[src/pimr_pkg.sv]
// Package for the point-in-mesh ray parity unit.
// Holds fixed ray direction, datapath widths, config codes and queue types.
// No dependencies.
package pimr_pkg;

  // Ray direction (1, 0.4123, 0.7182) normalized, Q1.30
  localparam int DIR_W = 31;
  localparam logic signed [DIR_W-1:0] DIR_X = 31'sd826982886;
  localparam logic signed [DIR_W-1:0] DIR_Y = 31'sd340965041;
  localparam logic signed [DIR_W-1:0] DIR_Z = 31'sd593939109;

  localparam int COORD_W = 32;
  localparam int EDGE_W  = 33;   // vertex differences
  localparam int PR_W    = 34;   // D x E2 and E1 x D after >>> 30
  localparam int N_W     = 51;   // E1 x E2 after >>> 16
  localparam int DOT_W   = 70;   // det, un, vn
  localparam int TN_W    = 88;   // tn
  localparam int CMP_W   = 104;  // tn << 16 against min_dist * det
  localparam int NSPLIT  = 25;   // low slice of N for split multiply

  localparam int MIN_W  = 16;
  localparam int HITS_W = 16;
  localparam int CFG_W  = 32;
  localparam int IDX_W  = 3;

  localparam int COUNT_BITS_DEF = 16;
  localparam int QDEPTH_DEF     = 16;
  localparam int FRONT_STAGES   = 7;

  // Config register indexes
  localparam logic [IDX_W-1:0] REG_POINT_X  = 3'd0;
  localparam logic [IDX_W-1:0] REG_POINT_Y  = 3'd1;
  localparam logic [IDX_W-1:0] REG_POINT_Z  = 3'd2;
  localparam logic [IDX_W-1:0] REG_MIN_DET  = 3'd3;
  localparam logic [IDX_W-1:0] REG_MIN_DIST = 3'd4;

  // Verdict for one triangle as queued between front and back
  typedef struct packed {
    logic hit;
    logic last;
  } verdict_t;

  // Queue status seen by the top level
  typedef struct packed {
    logic room;
    logic empty;
  } qstat_t;

endpackage

[src/pimr_queue.sv]
// Verdict queue between front and back, with a credit count so the
// front never has more in flight than the queue can hold. Depends on pimr_pkg.
module pimr_queue #(
  parameter int QDEPTH = pimr_pkg::QDEPTH_DEF
) (
  input  logic clk,
  input  logic rst,
  input  logic reserve,
  input  logic push,
  input  pimr_pkg::verdict_t wdata,
  input  logic pop,
  output pimr_pkg::verdict_t rdata,
  output pimr_pkg::qstat_t stat
);
  localparam int AW = (QDEPTH > 1) ? $clog2(QDEPTH) : 1;
  localparam int CW = $clog2(QDEPTH + 1);

  pimr_pkg::verdict_t mem [QDEPTH];
  logic [AW-1:0] wptr, rptr;
  logic [CW-1:0] fill, pend;

  always_ff @(posedge clk) begin
    if (push) begin
      mem[wptr] <= wdata;
    end
  end

  always_ff @(posedge clk) begin
    if (rst) begin
      wptr <= '0;
      rptr <= '0;
      fill <= '0;
      pend <= '0;
    end else begin
      if (push) begin
        wptr <= (wptr == AW'(QDEPTH - 1)) ? '0 : wptr + 1'b1;
      end
      if (pop) begin
        rptr <= (rptr == AW'(QDEPTH - 1)) ? '0 : rptr + 1'b1;
      end
      fill <= fill + CW'(push) - CW'(pop);
      pend <= pend + CW'(reserve) - CW'(pop);
    end
  end

  assign rdata      = mem[rptr];
  assign stat.empty = (fill == '0);
  assign stat.room  = (pend < CW'(QDEPTH));
endmodule

[config.mk]
export PLATFORM = sky130hd
export DESIGN_NAME = pimr_queue
export DESIGN_NICKNAME = d
export VERILOG_FILES = /design/src/pimr_pkg.sv /design/src/pimr_queue.sv
export SDC_FILE = /design/constraint.sdc
export NUM_CORES = 1
export LEC_CHECK = 0
export ABC_CLOCK_PERIOD_IN_PS = 5500
export BUFFER_PORTS_ARGS = -buffer_cell sky130_fd_sc_hd__buf_2
export CAP_MARGIN = 20
export CORE_MARGIN = 4
export CORE_UTILIZATION = 50
export CTS_CLUSTER_SIZE = 12
export DETAILED_ROUTE_END_ITERATION = 16
export PLACE_DENSITY = 0.79
export SYNTH_ARGS = -nofsm -noshare
export SYNTH_HDL_FRONTEND = slang
export SYNTH_SLANG_ARGS = --single-unit
[constraint.sdc]
create_clock -name clk -period 5.5 [get_ports clk]
set_input_delay 0.825 -clock clk [delete_from_list [all_inputs] [get_ports clk]]
set_output_delay 0.825 -clock clk [all_outputs]
set_load 0.01 [all_outputs]
**Yosys cells after proc, flatten, opt, wreduce, memory -nomap -nowiden**

Memories as Yosys holds them, arrays and structs flattened. A register that Yosys moved wholly into a read port is not among the register bits.
Cells that the tools add are included.
W data, S select, Z words.

- Word-level logic and storage cells: 21
- RAM bits: 32
- Register bits: 18
- Memories: 1

- Eq/ne operators: 2
- Reductions and logical operators: 1
- Multiplexer cells: 6
- Order comparisons: 1
- Add/sub/neg operators: 6

Memories:

| name | words | width | read ports | clocked after memory_dff | wr ports | line | text |
|---|---|---|---|---|---|---|---|
| mem | 16 | 2 | 1 | 1 | 1 | pimr_queue.sv:18 | `pimr_pkg::verdict_t mem [QDEPTH];` |

Operators with widths:

| kind | count |
|---|---|
| $mux W4 | 4 |
| $add A5 B1 Y5 | 2 |
| $sub A5 B1 Y5 | 2 |
| $add A4 B1 Y4 const B | 2 |
| $eq A4 B4 Y1 const B | 2 |
| $logic_not A5 Y1 | 1 |
| $lt A5 B5 Y1 const B | 1 |
| $mux W1 | 2 |

**Logic depth before layout (Yosys ltp)**

- Word-level depth: 4
- Depth in mapped cells: 10
- Gate-level depth less buffers: 10

**Worst setup path after synthesis**

Ideal clock, no wire load.

- Path kind: input -> register
- From: input port pop
- To: register pend[4]
- Path buffers: 0
- Arrival: 2117 ps
- Stages on the path: 9
- Path slack: 3253 ps
- Path through: ha_1 inv_1 ha_1 inv_1 fa_1 nor2b_1 o21ai_0 a21oi_1 nor3b_1

- Cells in the longest elaborated chain, start to end: 1

Ends and longest elaborated chain:

| item | line | text |
|---|---|---|
| start: declaration | pimr_queue.sv:11 | `input logic pop,` |
| $sub A5 B1 Y5 | pimr_queue.sv:42 | `pend <= pend + CW'(reserve) - CW'(pop);` |
| end signal: assignment | pimr_queue.sv:42 |  |
| end: declaration | pimr_queue.sv:20 | `logic [CW-1:0] fill, pend;` |

Every way passes these cells.
A chain may end at the register's enable or synchronous reset.

==> flow_summary.toml <==
[sta]
fin_setup_tns_ns = 0
worst_pin_slew_ns = 0.505
finalHoldViolations = 0
max_freq_mhz = 346
slew_headroom_pct = 66.3
min_period_over_period_pct = 52.6
clock_skew_ns = 0.00510
timing.hold.ws_ns = 0.521
finalCriticalPeriod_ns = 2.89
rsz0062_at_grt = "no"
finalMaxSlewViolations = 0
setup_violations = 0

[cells_and_area]
nets = 227
final_cells = 270
drive_above_1_share_pct = 12.8
syn_to_final_growth_pct = 8.82
num_antenna_cells = 0

[synth]
synth_top_family_by_area = "simple AND/OR/NAND/NOR gates"
synth_seq_cells = 54
syn_area_um2 = 2440
syn_inst = 190
async_reset_ff_share_pct = 0
synth-simple-area-share_pct = 12.1
synthAdderAreaFrac_pct = 9.85
synth_edf_count = 32
synth.mux.area_fraction_pct = 9.03
ys_warn_count = 0
synth_area_per_cell_um2 = 12.8
synth.distinct_cells = 30
synthesis.nets = 215
synth-xor-area-share_pct = 2.15
ys.flop_type = "edfxtp_1"
synth_compound_area_share_pct = 5.33
ys_seq_area_share_pct = 57.4

[floorplan]
coreArea_um2 = 4720
die_w_um = 77.9
rows = 25
die_h_um = 77.9
io_pins = 11
start_util_pct = 51.7
die_area_um2 = 6060

[cts]
clk_pin_slew_ns = 0.09
clkLatencyLatePin_ns = 0.30
cts_tree = "done"
cts_hold_buf = 0
htree_levels = 2
clk_path_buf_depth = 2
numCtsBuffers = 5
cts_resized = 0
root_buffer = "clkbuf_8"
cts_setup_buffers = 0
numClockSinks = 54

[worst_setup_path]
worstSetupPathType = "flip-flop to primary output"
critPathCaptureType = "primary output"
crit_path_cell_trace = "mux4_2 -> nor2b_1 -> a211oi_1 -> a21oi_1 -> buf_2"
worstPathArrival_ns = 2.07
path_delay_family = "flip-flops"
cp_num_buf_inv = 1
path_max_fanout = 8
cp_slowest_cell = "dfxtp_1"
start_kind = "flip-flop"
worstPathRequired_ns = 4.68
slowest_delay_ns = 0.65

[global_route]
grt_start_max_net_pins = 19
antenna_found_initial = 0
grt.overflow.total = 0
grt_pass1_vias = 1413
grt_pass1_wl_um = 6640
grt_usage_pct = 14.1

[pwr]
leakage_nw = 1.01
ir_worst_vdd_uv = 146
p_per_area_nw_per_um2 = 354

[route]
ant_nets = 0
vias_per_cell = 5.10
first_iter_violations = 107
firstDrtPassIters = 4
routed_wl_um = 3770
drc_errors = 0
detail_route.wl_per_cell_um = 13.9
vias = 1378

[min_path]
hp-class = "flip-flop to flip-flop"

[run]
maxCapViolCount = 0

[placement]
port_buffers = 10
dp_cells = 262
place_congestion = 0.687
place_hpwl_um = 2850

[run_status]
status = "completed"
[cells by family (layout without fill, tap and decap cells)]
kind of cell    Yosys count  count (layout)
flops                    54              54
simple gates             54              54
buf+inv                  25              38
compound gates           21              21
fa+ha+maj                18              18
mux                      12              12
xor+xnor                  6               6
[worst reg2reg max path, stage by stage (launching register included)]
cell,delay (ns)
dfxtp_1,0.34
inv_1,0.04
ha_1,0.26
inv_1,0.06
ha_1,0.16
inv_1,0.06
fa_1,0.37
nor2b_1,0.17
o21bai_1,0.10
a21oi_1,0.16
nor3b_1,0.06
[power by group]
| part | total (mW) | internal, mW | switching [mW] | leakage (nW) |
|---|---|---|---|---|
| Clock | 0.244 | 0.118 | 0.126 | 0.0529 |
| Combinational | 0.210 | 0.105 | 0.105 | 0.486 |
| Sequential | 0.485 | 0.460 | 0.0253 | 0.470 |
| Total | 0.939 | 0.682 | 0.257 | 1.01 |
[layout by cell type (no fill, tap or decap), types with 2 or more instances in the layout]
cell type / netlist / routed
nor2_1: 11 / 11
nor2b_1: 8 / 8
nand3_1: 4 / 4
mux4_2: 8 / 8
fa_1: 2 / 2
buf_2: 0 / 10
dfxtp_1: 22 / 22
mux2i_1: 4 / 4
a21o_1: 3 / 3
xor2_1: 5 / 5
clkbuf_8: 0 / 5
ha_1: 16 / 16
and2_1: 16 / 16
nor3b_1: 3 / 3
o21ai_0: 2 / 2
edfxtp_1: 32 / 32
nand2_1: 6 / 6
nor3_1: 2 / 2
inv_1: 20 / 20
a21oi_1: 10 / 10
a211oi_1: 3 / 3
[metrics by stage]
step	power [mW]	setup WS (ns)	area [µm²]	utilization, %
2_1_floorplan	0.660	3.25	2440	-
3_3_place_gp	0.698	2.97	2550	53.9
3_5_place_dp	0.707	2.92	2550	53.9
4_1_cts	0.951	2.57	2660	56.2
5_1_grt	1.00	2.40	2660	56.2
6_report	0.939	2.61	2660	56.2
[flip-flops by register name, summed over array words and instances, names as in the netlist, named ones only]
name	cells
rptr	4
fill	5
mem	32
wptr	4
pend	5
[cells in the mapped netlist, types with 3 or more instances]
cell      number  area share [%]
edfxtp_1      32              39
nand2_1        6            0.92
ha_1          16             8.2
xor2_1         5             1.8
nor2b_1        8             2.1
nand3_1        4            0.82
clkbuf_1       3            0.46
nor2_1        11             1.7
and2_1        16             4.1
a21oi_1       10             2.1
mux2i_1        4             1.6
nor3b_1        3            0.92
dfxtp_1       22              18
mux4_2         8             7.4
a211oi_1       3            0.92
a21o_1         3            0.92
inv_1         20             3.1
[path summary, 6_finish.rpt]
kind | cells past startpoint | slack, ns | start | to
min | 2 | 0.52 | rptr[3] | rptr[3]
max reg2reg | 10 | 3.61 | fill[0] | fill[4]
min reg2reg | 2 | 0.52 | rptr[3] | rptr[3]
max | 5 | 2.61 | flip-flop | rdata[0]
[final cells by class]
type                            instances  area (µm²)
Timing Repair Buffer                   10        50.0
Fill cell                             367        2070
Tap cell                               67        83.8
Inverter                               20        75.1
Clock inverter                          2        13.8
Clock buffer                            6        93.8
Sequential cell                        54        1400
Multi-Input combinational cell        111         937
[layer usage]
| layer | vias to the layer above | routed length, µm | track usage (%) |
|---|---|---|---|
| li1 | 688 | - | - |
| met1 | 665 | 1660 | 17.6 |
| met2 | 19 | 1940 | 23.9 |
| met3 | 6 | 105 | 2.78 |
| met4 | 0 | 68 | 5.34 |
| met5 | - | 0 | 0 |
(Power assumes the default switching activity.)
