`src/pimr_pkg.sv`:
```
// Package for the point-in-mesh ray parity unit.
// Holds fixed ray direction, datapath widths, config codes and queue types.
// No dependencies.
package pimr_pkg;

  // Ray direction (1, 0.4123, 0.7182) normalized, Q1.30
  localparam int DIR_W = 31;
  localparam logic signed [DIR_W-1:0] DIR_X = 31'sd826982886;
  localparam logic signed [DIR_W-1:0] DIR_Y = 31'sd340965041;
  localparam logic signed [DIR_W-1:0] DIR_Z = 31'sd593939109;

  localparam int COORD_W = 32;
  localparam int EDGE_W  = 33;   // vertex differences
  localparam int PR_W    = 34;   // D x E2 and E1 x D after >>> 30
  localparam int N_W     = 51;   // E1 x E2 after >>> 16
  localparam int DOT_W   = 70;   // det, un, vn
  localparam int TN_W    = 88;   // tn
  localparam int CMP_W   = 104;  // tn << 16 against min_dist * det
  localparam int NSPLIT  = 25;   // low slice of N for split multiply

  localparam int MIN_W  = 16;
  localparam int HITS_W = 16;
  localparam int CFG_W  = 32;
  localparam int IDX_W  = 3;

  localparam int COUNT_BITS_DEF = 16;
  localparam int QDEPTH_DEF     = 16;
  localparam int FRONT_STAGES   = 7;

  // Config register indexes
  localparam logic [IDX_W-1:0] REG_POINT_X  = 3'd0;
  localparam logic [IDX_W-1:0] REG_POINT_Y  = 3'd1;
  localparam logic [IDX_W-1:0] REG_POINT_Z  = 3'd2;
  localparam logic [IDX_W-1:0] REG_MIN_DET  = 3'd3;
  localparam logic [IDX_W-1:0] REG_MIN_DIST = 3'd4;

  // Verdict for one triangle as queued between front and back
  typedef struct packed {
    logic hit;
    logic last;
  } verdict_t;

  // Queue status seen by the top level
  typedef struct packed {
    logic room;
    logic empty;
  } qstat_t;

endpackage

```
`src/pimr_back.sv`:
```
// Back end: hit tally, parity and the result register.
// Depends on pimr_pkg.
module pimr_back #(
  parameter int COUNT_BITS = pimr_pkg::COUNT_BITS_DEF
) (
  input  logic clk,
  input  logic rst,
  input  logic head_valid,
  input  pimr_pkg::verdict_t head,
  output logic pop,
  output logic res_valid,
  input  logic res_ready,
  output logic res_inside,
  output logic [pimr_pkg::HITS_W-1:0] res_hits
);
  logic [COUNT_BITS-1:0] tally, tally_next;
  logic odd, odd_next;

  assign pop = head_valid && (!head.last || !res_valid || res_ready);
  assign tally_next = (head.hit && (tally != '1)) ? tally + 1'b1 : tally;
  assign odd_next   = odd ^ head.hit;

  always_ff @(posedge clk) begin
    if (rst) begin
      tally     <= '0;
      odd       <= 1'b0;
      res_valid <= 1'b0;
    end else begin
      if (pop && head.last) begin
        res_valid <= 1'b1;
      end else if (res_valid && res_ready) begin
        res_valid <= 1'b0;
      end
      if (pop) begin
        if (head.last) begin
          tally <= '0;
          odd   <= 1'b0;
        end else begin
          tally <= tally_next;
          odd   <= odd_next;
        end
      end
    end
  end

  always_ff @(posedge clk) begin
    if (pop && head.last) begin
      res_inside <= odd_next;
      res_hits   <= pimr_pkg::HITS_W'(tally_next);
    end
  end
endmodule

```
`config.mk`:
```
export PLATFORM = sky130hd
export DESIGN_NAME = pimr_back
export DESIGN_NICKNAME = d
export VERILOG_FILES = /design/src/pimr_pkg.sv /design/src/pimr_back.sv
export SDC_FILE = /design/constraint.sdc
export NUM_CORES = 1
export LEC_CHECK = 0
export ABC_AREA = 1
export BUFFER_PORTS_ARGS = -buffer_cell sky130_fd_sc_hd__buf_2
export CAP_MARGIN = 20
export CORE_MARGIN = 2
export CORE_UTILIZATION = 45
export DETAILED_ROUTE_END_ITERATION = 10
export PLACE_DENSITY = 0.77
export REMOVE_ABC_BUFFERS = 1
export SETUP_SLACK_MARGIN = 0.3
export SLEW_MARGIN = 20
export SYNTH_ARGS = -nofsm -noshare
export SYNTH_HDL_FRONTEND = slang
export SYNTH_SLANG_ARGS = --single-unit
```
`constraint.sdc`:
```
create_clock -name clk -period 1.7 [get_ports clk]
set_input_delay 0.17 -clock clk [delete_from_list [all_inputs] [get_ports clk]]
set_output_delay 0.17 -clock clk [all_outputs]
set_load 0.02 [all_outputs]
```
; Word-level counts from Yosys, hierarchy flattened
; Index checks and enable logic that the tools add are counted.
[word_totals]
regBits = 35
input_bits = 6
out_inout_bits = 19
elab_cells = 22
[classes]
add_sub_neg = 1
n_eq_ne = 1
muxes = 5
bitwise_logic = 1
reduce_logical = 9
[op_table]
columns = cell, count
row1 = $mux 16, 2
row2 = $add 16x1->16 const B, 1
row3 = $ne 16x16->1 const B, 1
row4 = $logic_and 1x1->1, 4
row5 = $mux 1, 3
row6 = $logic_not 1->1, 2
row7 = $logic_or 1x1->1, 2
row8 = $reduce_bool 2->1, 1
row9 = $xor 1x1->1, 1

; Logic depth before layout (Yosys ltp)
; Gate-level depths: netlist of the first run.
[depth]
word_depth = 6
depth_mapped = 10
depth_no_buf = 10

; Least setup slack after synthesis of the first run
; No wires, ideal clock.
[synth_timing]
kind = reg-to-reg
from = register res_valid
to = register res_valid
setup_ns = 0.115
t_arrival_ns = 1.649
t_required_ns = 1.585
slack_ns = -0.064
path_stages_with_launch = 8
n_path_buf = 0
synth_period_minus_slack_ns = 1.764
cell_sequence = dfxtp_1 inv_1 o31ai_4 inv_1 nand2_1 inv_1 o21bai_1 inv_1
[synth_between]
elab_chain_cells = 6
word_cells_on_any_way = 8
classes_between = mux (1) / reduce/logical (7)
[synth_rtl]
columns = element, line_no
row1 = from (decl), pimr_back.sv:11  ; output logic res_valid,
row2 = from (signal assigned), pimr_back.sv:27  ; res_valid <= 1'b0;
row3 = from (signal assigned), pimr_back.sv:30  ; res_valid <= 1'b1;
row4 = from (signal assigned), pimr_back.sv:32  ; res_valid <= 1'b0;
row5 = $logic_not 1->1 *, pimr_back.sv:19  ; assign pop = head_valid && (!head.last || !res_valid || res_ready);
row6 = $logic_or 1x1->1 * (2 in a row), pimr_back.sv:19
row7 = $logic_and 1x1->1 *, pimr_back.sv:19
row8 = named net pop, pimr_back.sv:10  ; output logic pop,
row9 = $logic_and 1x1->1 *, pimr_back.sv:29  ; if (pop && head.last) begin
row10 = $mux 1 / $reduce_bool 2->1 (equally long branches), -
; The timed path passes the listed nets; every way through them passes the cells marked *.
; A chain may end at the register's enable or synchronous reset.

; Final worst setup path of the first run
[layout_timing]
from = register tally[0]
to = register res_hits[0] (netlist bit) (data pin)
[layout_between]
elab_chain_cells = 3
word_cells_on_any_way = 4
classes_between = add/sub (1) / eq/ne (1) / mux (1) / reduce/logical (1)
[layout_rtl]
columns = element, line_no
row1 = from (decl), pimr_back.sv:16  ; logic [COUNT_BITS-1:0] tally, tally_next;
row2 = from (signal assigned), pimr_back.sv:39  ; tally <= tally_next;
row3 = "parallel branches: the longest is 2 deep, another holds $add 16x1->16", -
row4 = $mux 16 *, pimr_back.sv:20  ; assign tally_next = (head.hit && (tally != '1)) ? tally + 1'b1 : tally;
row5 = named net tally_next[0], pimr_back.sv:16
row6 = to (signal assigned), pimr_back.sv:49  ; res_hits <= pimr_pkg::HITS_W'(tally_next);
row7 = to (decl), pimr_back.sv:14  ; output logic [pimr_pkg::HITS_W-1:0] res_hits
; Mark *: on every way through the listed nets, which the timed path passes.

==> impl_metrics.yaml, run 1 <==
worst_setup_path:
  cp-end-kind: "flop"
  critical_path.max_fanout: 7
  crit_path_start_kind: "flop"
  worstPathArrival_ns: 1.58
  crit_type: "flop to flop"
  cp.required_ns: 1.75
sta:
  whs_ns: 0.247
  worst_slack_ns: 0.170
  maxSlewViolCount: 0
  rsz0062_at_grt: "true"
  period_share_pct: 90.0
  worst_pin_slew_ns: 0.417
  max_freq_mhz: 653
  hold_viol: 0
  relSlewSlack_pct: 72.2
  setup_violations: 0
  finClkSkew_ns: 0.00358
  layout_min_cycle_time_ns: 1.53
synth:
  synth_edf_count: 17
  yosysWarnings: 0
  syn_inst: 234
  yosys.area.top_type: "edfxtp_1"
  ys.flop_type: "dfxtp_1"
  syn-cell-area_sq_um: 1880
  ys_types: 29
  yosys_register_bits: 35
  yosysTopAreaCellShare_pct: 27.2
  yosysMostFrequentCell: "nand2_1"
  synth_common_cells: "72 x nand2_1, 26 x inv_1, 23 x nand3_1"
  synth.yosys.seq_area_share_pct: 46.4
  syn_area_per_cell_sq_um: 8.03
  ys_top_cells_by_area: "edfxtp_1 27%, dfxtp_1 19%, nand2_1 14%, nand3_1 6.1%, inv_1 5.2%"
  async_reset_ff_share_pct: 0
global_route:
  grt_max_degree: 19
  antenna_found_initial: 0
  grt_pass1_vias: 1521
  grtUsageTotal_pct: 19.1
  grt-ovfl-total: 0
  grt_pass1_wl_um: 6630
detailed_routing:
  drc: 0
  vias: 1629
  routed_wl_um: 3990
  wl_per_cell_um: 12.2
  ant_nets: 0
  firstDrtPassIters: 4
  viasPerCell: 5.00
  drt_iter0_drc: 47
power:
  vdd_drop_max_uv: 370
  p_leak_nw: 0.914
  power_density_nw_per_um2: 704
floorplan:
  die_area_sq_um: 4710
  io_pins: 25
  coreArea_sq_um: 4000
  start_util_pct: 47.0
  num_rows: 23
  dieHeight_um: 68.6
  fp.dieW_um: 68.6
clock_network:
  htreeDepth: 2
  cts_hold_buf: 0
  clk_latency_ns: 0.29
  cts_made_buffers: 5
  cts_root_buf: "clkbuf_8"
  tritoncts: "yes"
  clk_path_buf_depth: 2
  clk_pin_slew_worst_paths_ns: 0.07
  clock-sinks: 35
placed_design:
  dp_slack_ns: 0.0791
  hpwl_um: 2680
  place_area_sq_um: 2120
  placed_cells: 315
  portBuffers: 24
  globalplace.congestion: 0.861
run:
  drv_cap: 0
cells_and_area:
  final_cell_count_no_fill: 326
  finalNetCount: 282
  area_growth_pct: 29.3
  antennaDiodeCount: 0
  fin_area_sq_um: 2430
  layout-drive-gt1-share_pct: 41.3
run_status:
  status: "completed"
hold_path:
  min_path_type: "input pin to flop"
==> sequential cells by signal, indices dropped and copies added, names as in the netlist <==
name,cells
odd,1
res_hits,16
res_inside,1
res_valid,1
tally,16
==> per-layer routing <==
metal	vias to the layer above	track usage (%)	routed length (um)
met5	-	0	0
met4	0	7.00	66
met3	8	5.03	117
met2	23	32.7	2040
met1	764	22.8	1760
li1	834	-	-
==> through the flow <==
step / power (mW) / TNS, ns / utilization, %
4_1_cts: 1.73 / 0 / 57.9
5_1_grt: 1.77 / 0 / 60.7
3_3_place_gp: 1.06 / 0 / 53.1
3_5_place_dp: 1.06 / 0 / 53.1
6_report: 1.71 / 0 / 60.7
2_1_floorplan: 0.998 / -4.50 / -
==> logic make-up after synthesis <==
family | share of synthesized area, %
buffers and inverters | 7.26
DFF | 46.4
adders and majority gates | 0.666
and+or+nand+nor | 35.0
AOI/OAI and AO/OA | 8.86
xor gates and xnor gates | 1.87
==> worst paths after layout <==
check / slack, ns / to / cells past startpoint / from
setup reg to reg: 0.17 / res_hits[0]$_DFFE_PP_ / 7 / tally[0]$_SDFFE_PP0P_
hold reg to reg: 0.48 / odd$_SDFFE_PP0P_ / 2 / odd$_SDFFE_PP0P_
setup / recovery: 0.17 / res_hits[0]$_DFFE_PP_ / 7 / tally[0]$_SDFFE_PP0P_
hold / removal: 0.25 / res_valid$_SDFFE_PP0P_ / 4 / res_ready
==> what timing repair did <==
action                     CTS  global route
cloned                       0             0
setup endpoints to repair   45            46
buffers inserted             2             1
resized for setup           28            34
pin swaps                   19            19
==> report_power, final <==
part	internal, mW	leakage [nW]	switching [mW]
clock	0.369	0.0515	0.287
combinational	0.0488	0.550	0.0992
sequential	0.900	0.313	0.00648
==> cell usage in the layout, fill, tap and decap left out, types with 2 or more instances in the layout <==
| cell type | count |
|---|---|
| nand4_1 | 3 |
| dfxtp_4 | 3 |
| nand3_1 | 20 |
| clkbuf_8 | 7 |
| nor2_2 | 6 |
| inv_2 | 3 |
| edfxtp_1 | 17 |
| o21bai_1 | 2 |
| inv_1 | 23 |
| nand2_4 | 4 |
| and2_1 | 8 |
| xor2_1 | 2 |
| buf_4 | 13 |
| a21oi_2 | 6 |
| nand2_1 | 59 |
| dfxtp_1 | 5 |
| dfxtp_2 | 10 |
| nor2_4 | 9 |
| o21ai_2 | 2 |
| a21oi_1 | 11 |
| nor2_1 | 8 |
| buf_2 | 24 |
| nand2_2 | 15 |
| nand3_2 | 2 |
==> layout make-up <==
cell class / count / area [sq um]
clock buffers: 8 / 100
fillers: 353 / 1570
inverters: 26 / 97.6
multi-input cells: 168 / 1020
flip-flops and latches: 35 / 895
well taps: 50 / 62.6
repair buffers: 39 / 249
==> worst max-delay path, cell delays in order, from the launching register on <==
cell     delay (ns)
dfxtp_4        0.37
ha_4           0.15
nand2_4        0.05
nor2_4         0.12
nand2_4        0.10
o21ai_4        0.26
nand2_1        0.10
and2_1         0.14
(Power assumes the default switching activity.)
==> inputs of run 2 (changes only) <==
Settings changed: CORE_ASPECT_RATIO from default to 1.5.
==> impl_metrics.yaml, run 2 (synthesis gave the netlist of run 1 again) <==
run_status:
  status: "completed"
detailed_routing:
  ant_nets: 0
  wl_met2_um: 2270
  firstDrtPassIters: 4
  routed_wl_um: 4130
  drt_iter0_drc: 26
  dr.max_layer_used: "met4"
  route.met3.wl_um: 127
  drc: 0
  wl_per_cell_um: 12.7
  vias: 1608
  wl_met1_um: 1640
  viasPerCell: 4.95
cells_and_area:
  utilization_pct: 60.7
  multi_input_area_sq_um: 1010
  layout_common_cells: "59 x nand2_1, 24 x inv_1, 24 x buf_2"
  seq_area_sq_um: 882
  fin_area_sq_um: 2420
  layout-drive-gt1-share_pct: 39.6
  area_growth_pct: 29.1
  top_regs: "res_hits: 16 flops, tally: 16 flops"
  final_cell_count_no_fill: 325
  fill_cells: 341
  final_common_cell: "nand2_1"
  finalNetCount: 287
  antennaDiodeCount: 0
sta:
  setup_violations: 0
  layout_min_cycle_time_ns: 1.59
  finalSetupTns_ns: 0
  rsz0062_at_grt: "true"
  maxSlewViolCount: 0
  relSlewSlack_pct: 72.1
  max_freq_mhz: 628
  period_share_pct: 93.7
  whs_ns: 0.244
  worst_slack_ns: 0.107
  finClkSkew_ns: 0.00334
  worst_pin_slew_ns: 0.419
  hold_viol: 0
floorplan:
  fp.dieW_um: 56.7
  die_area_sq_um: 4720
  io_pins: 25
  dieHeight_um: 83.1
  start_util_pct: 47.0
  num_rows: 28
  coreArea_sq_um: 3990
power:
  power_density_nw_per_um2: 665
  total_power_mw: 1.61
  p_leak_nw: 0.910
  vdd_drop_max_uv: 515
placed_design:
  hpwl_um: 2630
  dp_slack_ns: 0.0793
  portBuffers: 24
  globalplace.congestion: 0.885
  place_area_sq_um: 2120
  placed_cells: 312
clock_network:
  clk_pin_slew_worst_paths_ns: 0.06
  clk_latency_ns: 0.28
  cts_root_buf: "clkbuf_8"
  cts_made_buffers: 5
  clk_path_buf_depth: 2
  cts_hold_buf: 0
  clock-sinks: 35
  htreeDepth: 2
  tritoncts: "yes"
global_route:
  grt_pass1_vias: 1604
  grt_max_degree: 19
  grt-ovfl-total: 0
  antenna_found_initial: 0
  grtUsageTotal_pct: 18.3
  grt_pass1_wl_um: 6830
worst_setup_path:
  rr_endpoint: "res_hits[1]$_DFFE_PP_"
  cp.required_ns: 1.74
  crit_type: "flop to flop"
  r2r_setup_slack_ns: 0.11
  r2r_start: "tally[1]$_SDFFE_PP0P_"
  critical_path.max_fanout: 7
  worstPathArrival_ns: 1.63
  cp-end-kind: "flop"
  crit_path_start_kind: "flop"
  r2r_cells: 7
run:
  drv_cap: 0
hold_path:
  holdPathStages: 4
  hold_end: "res_valid$_SDFFE_PP0P_"
  min_path_type: "input pin to flop"
  hold_start: "res_ready"
## run 2: changes by cell type in the layout (fill, tap and decap cells not counted), sizes merged
cell | before | now
buf | 39 | 44
clkbuf | 8 | 7
clkinvlp | 0 | 1
inv | 26 | 25
## run 2: layout make-up
type	instances	area share [%]
flip-flops and latches	35	36.4
inverters	26	4.18
clock buffers	7	3.15
multi-input cells	168	41.8
well taps	45	2.32
repair buffers	44	12.1
## run 2: worst max-delay path by stage
stage,slack (ns),start,end,cells past startpoint
CTS,0.15,tally[1]$_SDFFE_PP0P_,res_hits[1]$_DFFE_PP_,7
global placement,0.12,tally[0]$_SDFFE_PP0P_,res_hits[13]$_DFFE_PP_,7
finish,0.11,tally[1]$_SDFFE_PP0P_,res_hits[1]$_DFFE_PP_,7
detailed placement,0.08,tally[0]$_SDFFE_PP0P_,res_hits[13]$_DFFE_PP_,7
global route,0.05,tally[0]$_SDFFE_PP0P_,res_hits[1]$_DFFE_PP_,7
floorplan,-0.28,res_valid$_SDFFE_PP0P_,res_valid$_SDFFE_PP0P_,7
## run 2: metal layers
layer / up-vias / track usage, %
met5: - / 0
met4: 0 / 10.1
met3: 10 / 3.58
met2: 25 / 33.5
met1: 726 / 18.7
li1: 847 / -
## run 2: power breakdown
part	switching [mW]	internal [mW]
registers	0.00629	0.903
clock network	0.271	0.282
logic	0.0984	0.0511
total	0.376	1.24
## run 2: worst max-delay path, cell delays in order (launching register included)
cell	delay, ns
dfxtp_2	0.35
ha_4	0.14
nand2_2	0.07
nor2_4	0.16
nand2_4	0.11
o21ai_4	0.27
nand2_1	0.10
and2_1	0.15
## run 2: repair_timing
item,CTS,global route
pin swaps,11,13
gates cloned,0,0
resized for setup,16,37
buffers inserted,2,4
endpoints found under the setup margin,51,51
==> inputs of run 3 (changes only) <==
Settings changed: PLACE_DENSITY 0.77 to 0.75.
Clock period 1.7 ns to 1.65 ns, I/O delays scaled along.
==> impl_metrics.yaml, run 3 (synthesis gave the netlist of run 1 again) <==
sta:
  max_freq_mhz: 634
  hold_viol: 0
  period_share_pct: 95.6
  finClkSkew_ns: 0.00517
  rsz0062_at_grt: "true"
  worst_pin_slew_ns: 0.439
  maxSlewViolCount: 0
  relSlewSlack_pct: 70.8
  setup_violations: 0
  layout_min_cycle_time_ns: 1.58
global_route:
  grt-ovfl-total: 0
  grt_max_degree: 19
  grtUsageTotal_pct: 19.9
  grt_pass1_vias: 1745
  antenna_found_initial: 0
  grt_pass1_wl_um: 7430
power:
  vdd_drop_max_uv: 556
  p_leak_nw: 0.986
  total_power_mw: 1.72
  power_density_nw_per_um2: 688
worst_setup_path:
  crit_path_start_kind: "flop"
  worstPathArrival_ns: 1.63
  cp-startpoint: "tally[1]$_SDFFE_PP0P_"
  r2r_cells: 7
  rr_endpoint: "res_hits[0]$_DFFE_PP_"
  r2r_setup_slack_ns: 0.07
  r2r_start: "tally[1]$_SDFFE_PP0P_"
  crit_type: "flop to flop"
  cp-end-kind: "flop"
  critical_path.max_fanout: 7
  cp.required_ns: 1.70
cells_and_area:
  final_common_cell: "nand2_1"
  finalNetCount: 293
  layout-drive-gt1-share_pct: 41.1
  multi_input_area_sq_um: 1040
  top_regs: "res_hits: 16 flops, tally: 16 flops"
  area_growth_pct: 33.0
  seq_area_sq_um: 885
  fill_cells: 351
  antennaDiodeCount: 0
  final_cell_count_no_fill: 332
  layout_common_cells: "61 x nand2_1, 25 x inv_1, 24 x buf_2"
floorplan:
  start_util_pct: 47.0
  num_rows: 28
  fp.dieW_um: 56.7
  coreArea_sq_um: 3990
  io_pins: 25
  dieHeight_um: 83.1
  die_area_sq_um: 4720
clock_network:
  clk_latency_ns: 0.29
  cts_hold_buf: 0
  clk_path_buf_depth: 2
  clk_pin_slew_worst_paths_ns: 0.07
  cts_root_buf: "clkbuf_8"
  clock-sinks: 35
  tritoncts: "yes"
  cts_made_buffers: 5
  htreeDepth: 2
detailed_routing:
  vias: 1748
  viasPerCell: 5.27
  firstDrtPassIters: 4
  drc: 0
  routed_wl_um: 4690
  drt_iter0_drc: 63
  wl_per_cell_um: 14.1
  ant_nets: 0
hold_path:
  holdPathStages: 4
  hold_end: "res_valid$_SDFFE_PP0P_"
  min_path_type: "input pin to flop"
  hold_start: "res_ready"
placed_design:
  hpwl_um: 2780
  globalplace.congestion: 0.873
  placed_cells: 317
  portBuffers: 24
run_status:
  status: "completed"
run:
  drv_cap: 0
run 3: through the flow:
stage	util, %	setup TNS (ns)	area [sq um]	hold slack (ns)	worst slack, ns
final	62.6	0	2500	0.236	0.0719
after global routing	62.6	0	2500	0.267	0.0483
after CTS	58.6	0	2340	0.236	0.118
after detailed placement	54.0	0	2160	0.480	0.0165
after global placement	54.0	0	2160	0.467	0.0598
after floorplan	-	-5.40	1840	0.227	-0.329
run 3: worst max-delay path by stage:
stage,to,slack (ns),depth (start not counted)
floorplan,res_valid$_SDFFE_PP0P_,-0.33,7
global placement,res_hits[0]$_DFFE_PP_,0.06,8
detailed placement,res_hits[1]$_DFFE_PP_,0.02,8
CTS,res_hits[0]$_DFFE_PP_,0.12,7
global route,res_hits[0]$_DFFE_PP_,0.05,7
finish,res_hits[0]$_DFFE_PP_,0.07,7
run 3: worst max-delay path, stage by stage, from the launching register on:
cell	delay (ns)
dfxtp_2	0.36
ha_4	0.15
nand2_4	0.05
nor2_4	0.13
nand2_4	0.10
o21ai_4	0.31
nand2_2	0.09
and2_4	0.14
run 3: area by class of cell:
| cell class | instances | share of cell area, % |
|---|---|---|
| clock inverters | 1 | 0.150 |
| flip-flops and latches | 35 | 35.4 |
| inverters | 26 | 3.91 |
| repair buffers | 50 | 13.4 |
| well taps | 45 | 2.25 |
| multi-input cells | 168 | 41.5 |
| clock buffers | 7 | 3.46 |
run 3: power by group:
group          switching [mW]  leakage [nW]  internal, mW
Combinational           0.101         0.631        0.0478
Clock                   0.302        0.0459         0.334
Sequential            0.00690         0.310         0.927
Total                   0.410         0.986          1.31
run 3: routing by layer:
| metal | share of wire (%) | track usage, % | vias to the layer above | wire, um |
|---|---|---|---|---|
| li1 | - | - | 855 | - |
| met1 | 36 | 19.8 | 827 | 1700 |
| met2 | 57 | 37.3 | 52 | 2650 |
| met3 | 4.1 | 3.43 | 14 | 191 |
| met4 | 3.2 | 11.4 | 0 | 150 |
| met5 | 0 | 0 | - | 0 |
run 3: what timing repair did:
action / CTS / global route
setup buffers: 2 / 4
setup endpoints to repair: 34 / 34
gates resized for setup: 20 / 40
pin swaps: 20 / 18
cloned: 1 / 0
